===== config.mk =====
export PLATFORM = sky130hd
export DESIGN_NAME = srtf_preemptive_scheduler_flat
export DESIGN_NICKNAME = d
export VERILOG_FILES = /design/src/srtf_pkg.sv /design/src/srtf_if.sv /design/src/srtf_min_unit.sv /design/src/srtf_preemptive_scheduler.sv /design/src/flat_wrapper.sv
export SDC_FILE = /design/constraint.sdc
export NUM_CORES = 1
export LEC_CHECK = 0
export BUFFER_PORTS_ARGS = -buffer_cell sky130_fd_sc_hd__buf_4
export CORE_MARGIN = 2
export CORE_UTILIZATION = 30
export DETAILED_ROUTE_END_ITERATION = 8
export GPL_TIMING_DRIVEN = 0
export HOLD_SLACK_MARGIN = 0.06
export PLACE_DENSITY_LB_ADDON = 0.1
export SYNTH_ARGS = -nofsm -noshare
export SYNTH_HDL_FRONTEND = slang
export SYNTH_SLANG_ARGS = --single-unit

===== constraint.sdc =====
create_clock -name clk_i -period 5 [get_ports clk_i]
set_input_delay 0.75 -clock clk_i [delete_from_list [all_inputs] [get_ports clk_i]]
set_output_delay 0.75 -clock clk_i [all_outputs]
set_load 0.01 [all_outputs]

===== src/srtf_pkg.sv =====
// srtf_pkg: shared widths, result status codes and the control struct
// passed from the scheduler sequencer to the shared minimum/compare unit.
// No dependencies.
package srtf_pkg;

  // fixed field widths
  localparam int DUR_W    = 16;
  localparam int STATUS_W = 2;
  localparam int QCOUNT_W = 5;

  // result status codes
  localparam logic [STATUS_W-1:0] ST_ACCEPT = 2'd0;
  localparam logic [STATUS_W-1:0] ST_DROP   = 2'd1;
  localparam logic [STATUS_W-1:0] ST_RUN    = 2'd2;
  localparam logic [STATUS_W-1:0] ST_IDLE   = 2'd3;

  // control for the shared compare unit
  typedef struct packed {
    logic sample;       // take one queue entry into the running minimum
    logic first;        // entry is the head of the queue, load unconditionally
    logic against_cur;  // compare the best entry with the running task
  } min_ctl_t;

endpackage


===== src/srtf_if.sv =====
// srtf_req_if / srtf_rsp_if: valid/ready channels of the scheduler
// depends on srtf_pkg for the fixed field widths
interface srtf_req_if #(
  parameter int ID_W = 8
);
  logic                     valid;
  logic                     ready;
  logic                     kind;
  logic [ID_W-1:0]          task_id;
  logic [srtf_pkg::DUR_W-1:0] task_duration;

  modport source (output valid, kind, task_id, task_duration, input ready);
  modport sink   (input valid, kind, task_id, task_duration, output ready);
endinterface

interface srtf_rsp_if #(
  parameter int ID_W = 8
);
  logic                          valid;
  logic                          ready;
  logic [srtf_pkg::STATUS_W-1:0] status;
  logic [ID_W-1:0]               running_id;
  logic [srtf_pkg::DUR_W-1:0]    running_remaining;
  logic                          finished;
  logic                          preempted;
  logic [ID_W-1:0]               preempted_id;
  logic [srtf_pkg::QCOUNT_W-1:0] queue_count;

  modport source (output valid, status, running_id, running_remaining, finished,
                  preempted, preempted_id, queue_count, input ready);
  modport sink   (input valid, status, running_id, running_remaining, finished,
                  preempted, preempted_id, queue_count, output ready);
endinterface


===== src/srtf_min_unit.sv =====
// srtf_min_unit: shared comparator and running-minimum registers
// used for the queue scan and for the preemption test; depends on srtf_pkg
module srtf_min_unit #(
  parameter int IDX_W = 4,
  parameter int ID_W  = 8
) (
  input  logic                       clk_i,
  input  srtf_pkg::min_ctl_t         ctl_i,
  input  logic [IDX_W-1:0]           idx_i,
  input  logic [ID_W-1:0]            id_i,
  input  logic [srtf_pkg::DUR_W-1:0] rem_i,
  input  logic [srtf_pkg::DUR_W-1:0] cur_rem_i,
  output logic [IDX_W-1:0]           best_idx_o,
  output logic [ID_W-1:0]            best_id_o,
  output logic [srtf_pkg::DUR_W-1:0] best_rem_o,
  output logic                       lt_o
);
  import srtf_pkg::*;

  logic [IDX_W-1:0] best_idx_q;
  logic [ID_W-1:0]  best_id_q;
  logic [DUR_W-1:0] best_rem_q;
  logic [DUR_W-1:0] op_l;
  logic [DUR_W-1:0] op_r;
  logic             load;

  // one less-than comparator, operands steered by the sequencer
  assign op_l = ctl_i.against_cur ? best_rem_q : rem_i;
  assign op_r = ctl_i.against_cur ? cur_rem_i  : best_rem_q;
  assign lt_o = op_l < op_r;

  // strict compare keeps the earliest position on a tie
  assign load = ctl_i.sample && (ctl_i.first || lt_o);

  always_ff @(posedge clk_i) begin
    if (load) begin
      best_idx_q <= idx_i;
      best_id_q  <= id_i;
      best_rem_q <= rem_i;
    end
  end

  assign best_idx_o = best_idx_q;
  assign best_id_o  = best_id_q;
  assign best_rem_o = best_rem_q;

endmodule


===== src/srtf_preemptive_scheduler.sv =====
// srtf_preemptive_scheduler: shortest-remaining-time-first scheduler top level
// holds the ready queue memory, sequencer and result register; depends on
// srtf_pkg, srtf_req_if, srtf_rsp_if and srtf_min_unit
// arrival: appended to the queue unless full, then the result is registered
// tick: scan the waiting tasks for the shortest, compare it with the running task;
// if taken, compact the queue, requeue any preempted task; empty queue skips scan
// request ready only while the sequencer is idle; a stalled result holds it off
// reset (async, active low) clears count and running task; queue unwritten
module srtf_preemptive_scheduler #(
  parameter int QUEUE_DEPTH  = 16,
  parameter int TASK_ID_BITS = 8
) (
  input  logic       clk_i,
  input  logic       rst_ni,
  srtf_req_if.sink   req_i,
  srtf_rsp_if.source rsp_o
);
  import srtf_pkg::*;

  localparam int IDX_W = $clog2(QUEUE_DEPTH);
  localparam int CNT_W = $clog2(QUEUE_DEPTH + 1);

  localparam logic [2:0] S_IDLE   = 3'd0;
  localparam logic [2:0] S_SCAN   = 3'd1;
  localparam logic [2:0] S_DECIDE = 3'd2;
  localparam logic [2:0] S_SHIFT  = 3'd3;
  localparam logic [2:0] S_APPEND = 3'd4;
  localparam logic [2:0] S_RUN    = 3'd5;
  localparam logic [2:0] S_DONE   = 3'd6;

  typedef struct packed {
    logic [TASK_ID_BITS-1:0] id;
    logic [DUR_W-1:0]        rem;
  } entry_t;

  logic [2:0]              state_q, state_d;
  logic [CNT_W-1:0]        count_q;
  logic                    cur_valid_q;
  logic [TASK_ID_BITS-1:0] cur_id_q;
  logic [DUR_W-1:0]        cur_rem_q;
  logic                    pre_q;
  logic [TASK_ID_BITS-1:0] pre_id_q;
  logic [DUR_W-1:0]        pre_rem_q;

  logic [STATUS_W-1:0]     res_status_q;
  logic [TASK_ID_BITS-1:0] res_id_q;
  logic [DUR_W-1:0]        res_rem_q;
  logic                    res_fin_q;
  logic                    res_pre_q;
  logic [TASK_ID_BITS-1:0] res_pre_id_q;

  logic                    out_valid_q;
  logic [STATUS_W-1:0]     out_status_q;
  logic [TASK_ID_BITS-1:0] out_id_q;
  logic [DUR_W-1:0]        out_rem_q;
  logic                    out_fin_q;
  logic                    out_pre_q;
  logic [TASK_ID_BITS-1:0] out_pre_id_q;
  logic [QCOUNT_W-1:0]     out_count_q;

  entry_t                  mem [QUEUE_DEPTH];
  entry_t                  rd_data_q;
  logic [IDX_W-1:0]        rd_addr;
  logic [IDX_W-1:0]        rd_idx_q;
  logic                    mem_we;
  logic [IDX_W-1:0]        mem_wa;
  entry_t                  mem_wd;

  min_ctl_t                min_ctl;
  logic [IDX_W-1:0]        best_idx;
  logic [TASK_ID_BITS-1:0] best_id;
  logic [DUR_W-1:0]        best_rem;
  logic                    min_lt;

  logic                    req_take;
  logic                    full;
  logic                    idx_last;
  logic                    best_last;
  logic                    take;
  logic                    slot_free;
  logic [DUR_W-1:0]        dec_rem;

  // shared compare unit
  srtf_min_unit #(
    .IDX_W (IDX_W),
    .ID_W  (TASK_ID_BITS)
  ) u_min (
    .clk_i      (clk_i),
    .ctl_i      (min_ctl),
    .idx_i      (rd_idx_q),
    .id_i       (rd_data_q.id),
    .rem_i      (rd_data_q.rem),
    .cur_rem_i  (cur_rem_q),
    .best_idx_o (best_idx),
    .best_id_o  (best_id),
    .best_rem_o (best_rem),
    .lt_o       (min_lt)
  );

  // status terms
  assign req_i.ready = (state_q == S_IDLE);
  assign req_take    = req_i.valid && req_i.ready;
  assign full        = (count_q == CNT_W'(QUEUE_DEPTH));
  assign idx_last    = (CNT_W'(rd_idx_q) == count_q - CNT_W'(1));
  assign best_last   = (CNT_W'(best_idx) == count_q - CNT_W'(1));
  assign take        = !cur_valid_q || min_lt;
  assign slot_free   = !out_valid_q || rsp_o.ready;
  assign dec_rem     = (cur_rem_q == '0) ? '0 : cur_rem_q - DUR_W'(1);

  // sequencer and queue port control
  always_comb begin
    state_d = state_q;
    rd_addr = '0;
    min_ctl = '0;
    mem_we  = 1'b0;
    mem_wa  = '0;
    mem_wd  = '0;
    unique case (state_q)
      S_IDLE: begin
        if (req_take) begin
          if (!req_i.kind) begin
            if (!full) begin
              mem_we = 1'b1;
              mem_wa = count_q[IDX_W-1:0];
              mem_wd = '{id: req_i.task_id, rem: req_i.task_duration};
            end
            state_d = S_DONE;
          end else begin
            state_d = (count_q == '0) ? S_RUN : S_SCAN;
          end
        end
      end
      S_SCAN: begin
        min_ctl.sample = 1'b1;
        min_ctl.first  = (rd_idx_q == '0);
        if (idx_last) begin
          state_d = S_DECIDE;
        end else begin
          rd_addr = rd_idx_q + IDX_W'(1);
        end
      end
      S_DECIDE: begin
        min_ctl.against_cur = 1'b1;
        if (take) begin
          if (best_last) begin
            state_d = S_APPEND;
          end else begin
            rd_addr = best_idx + IDX_W'(1);
            state_d = S_SHIFT;
          end
        end else begin
          state_d = S_RUN;
        end
      end
      S_SHIFT: begin
        mem_we = 1'b1;
        mem_wa = rd_idx_q - IDX_W'(1);
        mem_wd = rd_data_q;
        if (idx_last) begin
          state_d = S_APPEND;
        end else begin
          rd_addr = rd_idx_q + IDX_W'(1);
        end
      end
      S_APPEND: begin
        if (pre_q) begin
          mem_we = 1'b1;
          mem_wa = IDX_W'(count_q - CNT_W'(1));
          mem_wd = '{id: pre_id_q, rem: pre_rem_q};
        end
        state_d = S_RUN;
      end
      S_RUN: begin
        state_d = S_DONE;
      end
      S_DONE: begin
        if (slot_free) begin
          state_d = S_IDLE;
        end
      end
      default: begin
        state_d = S_IDLE;
      end
    endcase
  end

  // ready queue memory, one write and one registered read per cycle
  always_ff @(posedge clk_i) begin
    if (mem_we) begin
      mem[mem_wa] <= mem_wd;
    end
    rd_data_q <= mem[rd_addr];
  end

  // control state
  always_ff @(posedge clk_i or negedge rst_ni) begin
    if (!rst_ni) begin
      state_q     <= S_IDLE;
      rd_idx_q    <= '0;
      count_q     <= '0;
      cur_valid_q <= 1'b0;
      cur_id_q    <= '0;
      cur_rem_q   <= '0;
      pre_q       <= 1'b0;
      out_valid_q <= 1'b0;
    end else begin
      state_q  <= state_d;
      rd_idx_q <= rd_addr;
      if (state_q == S_IDLE && req_take) begin
        if (!req_i.kind && !full) begin
          count_q <= count_q + CNT_W'(1);
        end
        pre_q <= 1'b0;
      end
      if (state_q == S_DECIDE && take) begin
        pre_q       <= cur_valid_q;
        cur_valid_q <= 1'b1;
        cur_id_q    <= best_id;
        cur_rem_q   <= best_rem;
      end
      if (state_q == S_APPEND && !pre_q) begin
        count_q <= count_q - CNT_W'(1);
      end
      if (state_q == S_RUN && cur_valid_q) begin
        cur_rem_q <= dec_rem;
        if (dec_rem == '0) begin
          cur_valid_q <= 1'b0;
          cur_id_q    <= '0;
        end
      end
      if (state_q == S_DONE && slot_free) begin
        out_valid_q <= 1'b1;
      end else if (rsp_o.ready) begin
        out_valid_q <= 1'b0;
      end
    end
  end

  // result payload
  always_ff @(posedge clk_i) begin
    if (state_q == S_IDLE && req_take && !req_i.kind) begin
      res_status_q <= full ? ST_DROP : ST_ACCEPT;
      res_id_q     <= '0;
      res_rem_q    <= '0;
      res_fin_q    <= 1'b0;
      res_pre_q    <= 1'b0;
      res_pre_id_q <= '0;
    end
    if (state_q == S_DECIDE && take) begin
      pre_id_q  <= cur_id_q;
      pre_rem_q <= cur_rem_q;
    end
    if (state_q == S_RUN) begin
      res_pre_q    <= pre_q;
      res_pre_id_q <= pre_q ? pre_id_q : '0;
      if (cur_valid_q) begin
        res_status_q <= ST_RUN;
        res_id_q     <= cur_id_q;
        res_rem_q    <= dec_rem;
        res_fin_q    <= (dec_rem == '0);
      end else begin
        res_status_q <= ST_IDLE;
        res_id_q     <= '0;
        res_rem_q    <= '0;
        res_fin_q    <= 1'b0;
      end
    end
    if (state_q == S_DONE && slot_free) begin
      out_status_q <= res_status_q;
      out_id_q     <= res_id_q;
      out_rem_q    <= res_rem_q;
      out_fin_q    <= res_fin_q;
      out_pre_q    <= res_pre_q;
      out_pre_id_q <= res_pre_id_q;
      out_count_q  <= QCOUNT_W'(count_q);
    end
  end

  // response channel
  assign rsp_o.valid             = out_valid_q;
  assign rsp_o.status            = out_status_q;
  assign rsp_o.running_id        = out_id_q;
  assign rsp_o.running_remaining = out_rem_q;
  assign rsp_o.finished          = out_fin_q;
  assign rsp_o.preempted         = out_pre_q;
  assign rsp_o.preempted_id      = out_pre_id_q;
  assign rsp_o.queue_count       = out_count_q;

`ifndef SYNTHESIS
  // queue never holds more than its depth
  a_count_bound: assert property (@(posedge clk_i) disable iff (!rst_ni)
    count_q <= CNT_W'(QUEUE_DEPTH))
    else $error("ready queue count beyond depth");

  // compaction only moves entries that lie inside the queue
  a_shift_range: assert property (@(posedge clk_i) disable iff (!rst_ni)
    state_q == S_SHIFT |-> (rd_idx_q != '0) && (CNT_W'(rd_idx_q) < count_q))
    else $error("compaction read outside the queue");

  // the scan sees a fixed queue length
  a_scan_count: assert property (@(posedge clk_i) disable iff (!rst_ni)
    state_q == S_SCAN |=> $stable(count_q))
    else $error("queue count changed during scan");

  // preemption is only reported on a tick that ran a task
  a_pre_run: assert property (@(posedge clk_i) disable iff (!rst_ni)
    rsp_o.valid && rsp_o.preempted |-> rsp_o.status == ST_RUN)
    else $error("preemption flagged without a running task");

  // a finished task leaves no running task behind
  a_fin_clear: assert property (@(posedge clk_i) disable iff (!rst_ni)
    state_q == S_RUN && cur_valid_q && dec_rem == '0 |=> !cur_valid_q)
    else $error("finished task still marked running");
`endif

endmodule


===== src/flat_wrapper.sv =====
// flat-port wrapper written by rule: the top's interface ports become plain ports
module srtf_preemptive_scheduler_flat import srtf_pkg::*;
#(
  parameter int QUEUE_DEPTH  = 16,
  parameter int TASK_ID_BITS = 8
)
  (clk_i, rst_ni, req_i_valid, req_i_kind, req_i_task_id, req_i_task_duration, req_i_ready, rsp_o_valid, rsp_o_status, rsp_o_running_id, rsp_o_running_remaining, rsp_o_finished, rsp_o_preempted, rsp_o_preempted_id, rsp_o_queue_count, rsp_o_ready);
  srtf_req_if #(.ID_W(TASK_ID_BITS)) req_i_i ();
  srtf_rsp_if #(.ID_W(TASK_ID_BITS)) rsp_o_i ();
  input  logic clk_i;
  input  logic rst_ni;
  input wire logic [$bits(req_i_i.valid)-1:0] req_i_valid;
  input wire logic [$bits(req_i_i.kind)-1:0] req_i_kind;
  input wire logic [$bits(req_i_i.task_id)-1:0] req_i_task_id;
  input wire logic [$bits(req_i_i.task_duration)-1:0] req_i_task_duration;
  output wire logic [$bits(req_i_i.ready)-1:0] req_i_ready;
  output wire logic [$bits(rsp_o_i.valid)-1:0] rsp_o_valid;
  output wire logic [$bits(rsp_o_i.status)-1:0] rsp_o_status;
  output wire logic [$bits(rsp_o_i.running_id)-1:0] rsp_o_running_id;
  output wire logic [$bits(rsp_o_i.running_remaining)-1:0] rsp_o_running_remaining;
  output wire logic [$bits(rsp_o_i.finished)-1:0] rsp_o_finished;
  output wire logic [$bits(rsp_o_i.preempted)-1:0] rsp_o_preempted;
  output wire logic [$bits(rsp_o_i.preempted_id)-1:0] rsp_o_preempted_id;
  output wire logic [$bits(rsp_o_i.queue_count)-1:0] rsp_o_queue_count;
  input wire logic [$bits(rsp_o_i.ready)-1:0] rsp_o_ready;
  assign req_i_i.valid = req_i_valid;
  assign req_i_i.kind = req_i_kind;
  assign req_i_i.task_id = req_i_task_id;
  assign req_i_i.task_duration = req_i_task_duration;
  assign req_i_ready = req_i_i.ready;
  assign rsp_o_valid = rsp_o_i.valid;
  assign rsp_o_status = rsp_o_i.status;
  assign rsp_o_running_id = rsp_o_i.running_id;
  assign rsp_o_running_remaining = rsp_o_i.running_remaining;
  assign rsp_o_finished = rsp_o_i.finished;
  assign rsp_o_preempted = rsp_o_i.preempted;
  assign rsp_o_preempted_id = rsp_o_i.preempted_id;
  assign rsp_o_queue_count = rsp_o_i.queue_count;
  assign rsp_o_i.ready = rsp_o_ready;
  srtf_preemptive_scheduler #(.QUEUE_DEPTH(QUEUE_DEPTH), .TASK_ID_BITS(TASK_ID_BITS)) u_core (.clk_i(clk_i), .rst_ni(rst_ni), .req_i(req_i_i), .rsp_o(rsp_o_i));
endmodule

==> flow_summary.json <==
{
  "status": "completed",
  "core_um2": 76200,
  "port-buffer-count": 70,
  "irDropWorstVdd_mv": 0.207,
  "hold_path.class": "in -> async",
  "die_y_um": 282,
  "fmax_mhz": 210,
  "drc": 0,
  "setup.worst_path.class": "reg -> reg",
  "cts_buffers": 67,
  "seq_power_share": 0.514,
  "pwr-share-clk": 0.483,
  "rsz0062_at_grt": "no",
  "ys_seq_area_frac": 0.727,
  "startpoint_type": "flip-flop",
  "clkTransAtPathRegs_ns": 0.06,
  "dp_hpwl_um": 46200,
  "hold_buffers": 0,
  "synth_top_area_share": 0.664,
  "finalMaxSlewViolations": 0,
  "ys.flop_type": "edfxtp_1",
  "worst_ep_required_time_ns": 5.55,
  "syn_area_per_cell_um2": 13.9,
  "via_per_inst": 4.93,
  "synth_top_family_by_area": "compound AO/OA/AOI/OAI gates",
  "ant_nets": 0,
  "synth.distinct_cells": 63,
  "drive_gt1_frac": 0.146,
  "yosys_warnings": 0,
  "ys_async_sr_fraction": 0.0677,
  "worstPathArrival_ns": 5.32,
  "drt_wl_total_um": 66700,
  "setup_violations": 0,
  "cts_tree": "built",
  "leakage_nw": 8.49,
  "antenna_found_initial": 0,
  "dieArea_um2": 79600,
  "synth-edff-count": 513,
  "numClockSinks": 576,
  "fin_ws_ns": 0.230,
  "grt.total_usage": 0.168,
  "synth_compound_area_frac": 0.116,
  "grt_pass1_wl_um": 97900,
  "crit_fanout": 10,
  "cts_buffer_depth": 3,
  "drt_iter0_drc": 1171,
  "rows": 101,
  "p_switching_w": 0.00197,
  "synthMuxAreaShare": 0.0181,
  "die_w_um": 282,
  "switching_share": 0.196,
  "skew_ns": 0.0266,
  "grt_max_degree": 40,
  "overflow": 0,
  "insertion_delay_ns": 0.61,
  "dp_slack_ns": -0.954,
  "htree_levels": 3,
  "wl_per_cell_um": 23.0,
  "cp-end-kind": "flip-flop",
  "fin_nets": 1875,
  "power.density_nw_per_um2": 363,
  "yosys.area_share.adder": 0.0124,
  "synth_xor_area_frac": 0.0121,
  "finalPower_w": 0.0100,
  "final.setup.tns_ns": 0,
  "synthToLayoutAreaGrowth_pct": 19.4,
  "synthesis.nets": 1719,
  "netlist_area_um2": 23200,
  "relSlewSlack": 0.200,
  "vias": 14300,
  "root_buffer": "clkbuf_16",
  "drt_first_pass_iters": 6,
  "grt_pass1_vias": 14400,
  "post-route-period-util": 0.954,
  "num_io_pins": 72,
  "max_slew.worst_pin.slew_ns": 1.20,
  "synth-seq-cells": 576,
  "syn_inst": 1667,
  "dp.cells": 2780,
  "gp_congestion": 0.845,
  "p_int_w": 0.00808,
  "initial_core_util": 0.304,
  "pwr-share-comb": 0.003,
  "synth-simple-area-share": 0.0881,
  "fillers": 7337,
  "synth_top_cell_by_area": "edfxtp_1",
  "drv_cap": 0,
  "fin_crit_ns": 4.77,
  "hold_viol": 0,
  "synth_area_leaders": "edfxtp_1 66%, nand2_1 5.5%, dfrtp_1 4.2%, a21oi_1 2.8%, dfxtp_1 2.1%",
  "fin_cells": 2903
}
-- critical path, cell delays in order (launching register included) --
cell and delay (ns):
dfrtp_1 0.50, nor3b_4 0.28, buf_4 0.15, clkbuf_4 0.22, mux2i_1 0.10, ha_1 0.34
nand4_1 0.16, a31oi_1 0.30, o31a_1 0.32, a2111oi_4 0.07, buf_4 0.20, a21oi_4 0.34
buf_2 0.34, buf_2 0.40, nand2_1 0.10, a32o_1 0.26, o22ai_1 0.43, a211o_1 0.19
-- path summary, 6_finish.rpt --
kind                                                   start                                          end  slack [ns]  depth (start not counted)
setup reg to reg               u_core.state_q[2]$_DFFE_PN0P_                 u_core.rd_data_q[18]$_DFF_P_        0.23                         17
hold / removal                                        rst_ni                u_core.count_q[0]$_DFFE_PN0P_        0.15                          1
min in group clk_i         u_core.res_rem_q[0]$_SDFFCE_PN0P_  u_core.rsp_o.running_remaining[0]$_DFFE_PP_        0.42                          0
hold reg to reg            u_core.res_rem_q[0]$_SDFFCE_PN0P_  u_core.rsp_o.running_remaining[0]$_DFFE_PP_        0.42                          0
max in group asynchronous                             rst_ni                 u_core.cur_id_q[0]$_DFF_PN0_        4.38                          1
setup / recovery               u_core.state_q[2]$_DFFE_PN0P_                 u_core.rd_data_q[18]$_DFF_P_        0.23                         17
-- cell type report --
class / count / area, um2 / share of cell area
inverters: 41 / 154 / 0.00556
clock inverters: 19 / 259 / 0.00935
plain buffers: 104 / 500 / 0.0181
well taps: 1030 / 1290 / 0.0465
flip-flops and latches: 576 / 16900 / 0.609
multi-input cells: 945 / 5920 / 0.214
clock buffers: 99 / 1900 / 0.0686
repair buffers: 88 / 821 / 0.0296
diodes: 1 / 2.50 / 0.0000903
-- registers in the layout (all words and copies together), names as in the netlist, 5 cells and up --
signal and count:
u_core.mem 384, u_core.rd_data_q 24, u_core.cur_rem_q 16, u_core.pre_rem_q 16, u_core.res_rem_q 16, u_core.rsp_o.running_remaining 16, u_core.u_min.best_rem_o 16, u_core.cur_id_q 8
u_core.pre_id_q 8, u_core.res_id_q 8, u_core.res_pre_id_q 8, u_core.rsp_o.preempted_id 8, u_core.rsp_o.running_id 8, u_core.u_min.best_id_o 8, u_core.count_q 5, u_core.rsp_o.queue_count 5
-- per-layer routing --
layer	GRT usage	wire [um]	part of all wire	up-vias
li1	-	-	-	6679
met1	0.228	30000	0.45	7198
met2	0.280	32200	0.48	339
met3	0.0223	2910	0.044	94
met4	0.0559	1640	0.025	0
met5	0	0	0	-
-- synthesized netlist by cell type (all sizes together) (4+ instances only) --
library cell,n
xor2,8
dfrtp,39
a32oi,25
dfxtp,24
mux2i,42
a211o,26
a32o,46
o22ai,28
nor3b,5
nand3,12
a222oi,25
nand2b,6
nor2b,7
o21ai,16
xnor2,19
a221o,8
and2,10
nand4,6
ha,23
a221oi,24
nor2,55
nand2,338
buf,40
inv,39
nor3,20
nor4,4
a21oi,129
a31oi,10
a2111oi,4
and3,12
clkbuf,65
edfxtp,513
-- cell usage in the layout, fill, tap and decap left out, drive strengths merged, types with 6 or more instances in the layout --
master	n
a21oi	129
nand3	12
nor3	20
clkinv	13
a211o	26
nor2	55
ha	23
a31oi	10
nor2b	7
and2	10
dfxtp	24
and3	12
nand4	6
inv	40
a32oi	25
mux2i	42
buf	126
a222oi	25
o21ai	16
clkbuf	165
edfxtp	513
o22ai	28
a221o	8
a221oi	24
xnor2	19
xor2	8
nand2b	6
nand2	338
dfrtp	39
a32o	46
-- what timing repair did --
item,4_1_cts,5_1_grt
endpoints found under the setup margin,96,79
gates cloned,0,0
endpoints found under the hold margin,0,0
setup buffers,1,4
pin swaps,1,2
gates resized for setup,32,15
-- metrics by stage --
stage | cell area [um2] | hold WS (ns) | utilization
6_report | 27700 | 0.153 | 0.364
5_1_grt | 27700 | 0.195 | 0.364
4_1_cts | 27600 | 0.157 | 0.363
3_5_place_dp | 25400 | 0.405 | 0.333
3_3_place_gp | 25000 | 0.401 | 0.328
2_1_floorplan | 23200 | 0.400 | -
-- cells by family after synthesis --
| logic type | after synthesis |
|---|---|
| adder cells (fa/ha/maj) | 23 |
| XOR/XNOR | 29 |
| flip-flops | 576 |
| multiplexers | 42 |
| buffers and inverters | 146 |
| AND/OR/NAND/NOR | 485 |
| AO/OA/AOI/OAI | 366 |
-- power groups by stage --
stage           logic [W]  clock network, W  registers, W
3_3_place_gp    0.0000349                 0       0.00527
4_1_cts         0.0000346           0.00498       0.00516
3_5_place_dp    0.0000345                 0       0.00527
5_1_grt         0.0000358           0.00517       0.00516
6_report        0.0000335           0.00485       0.00517
2_1_floorplan  0.00000161                 0       0.00527
Power figures use the tool's default switching activity.
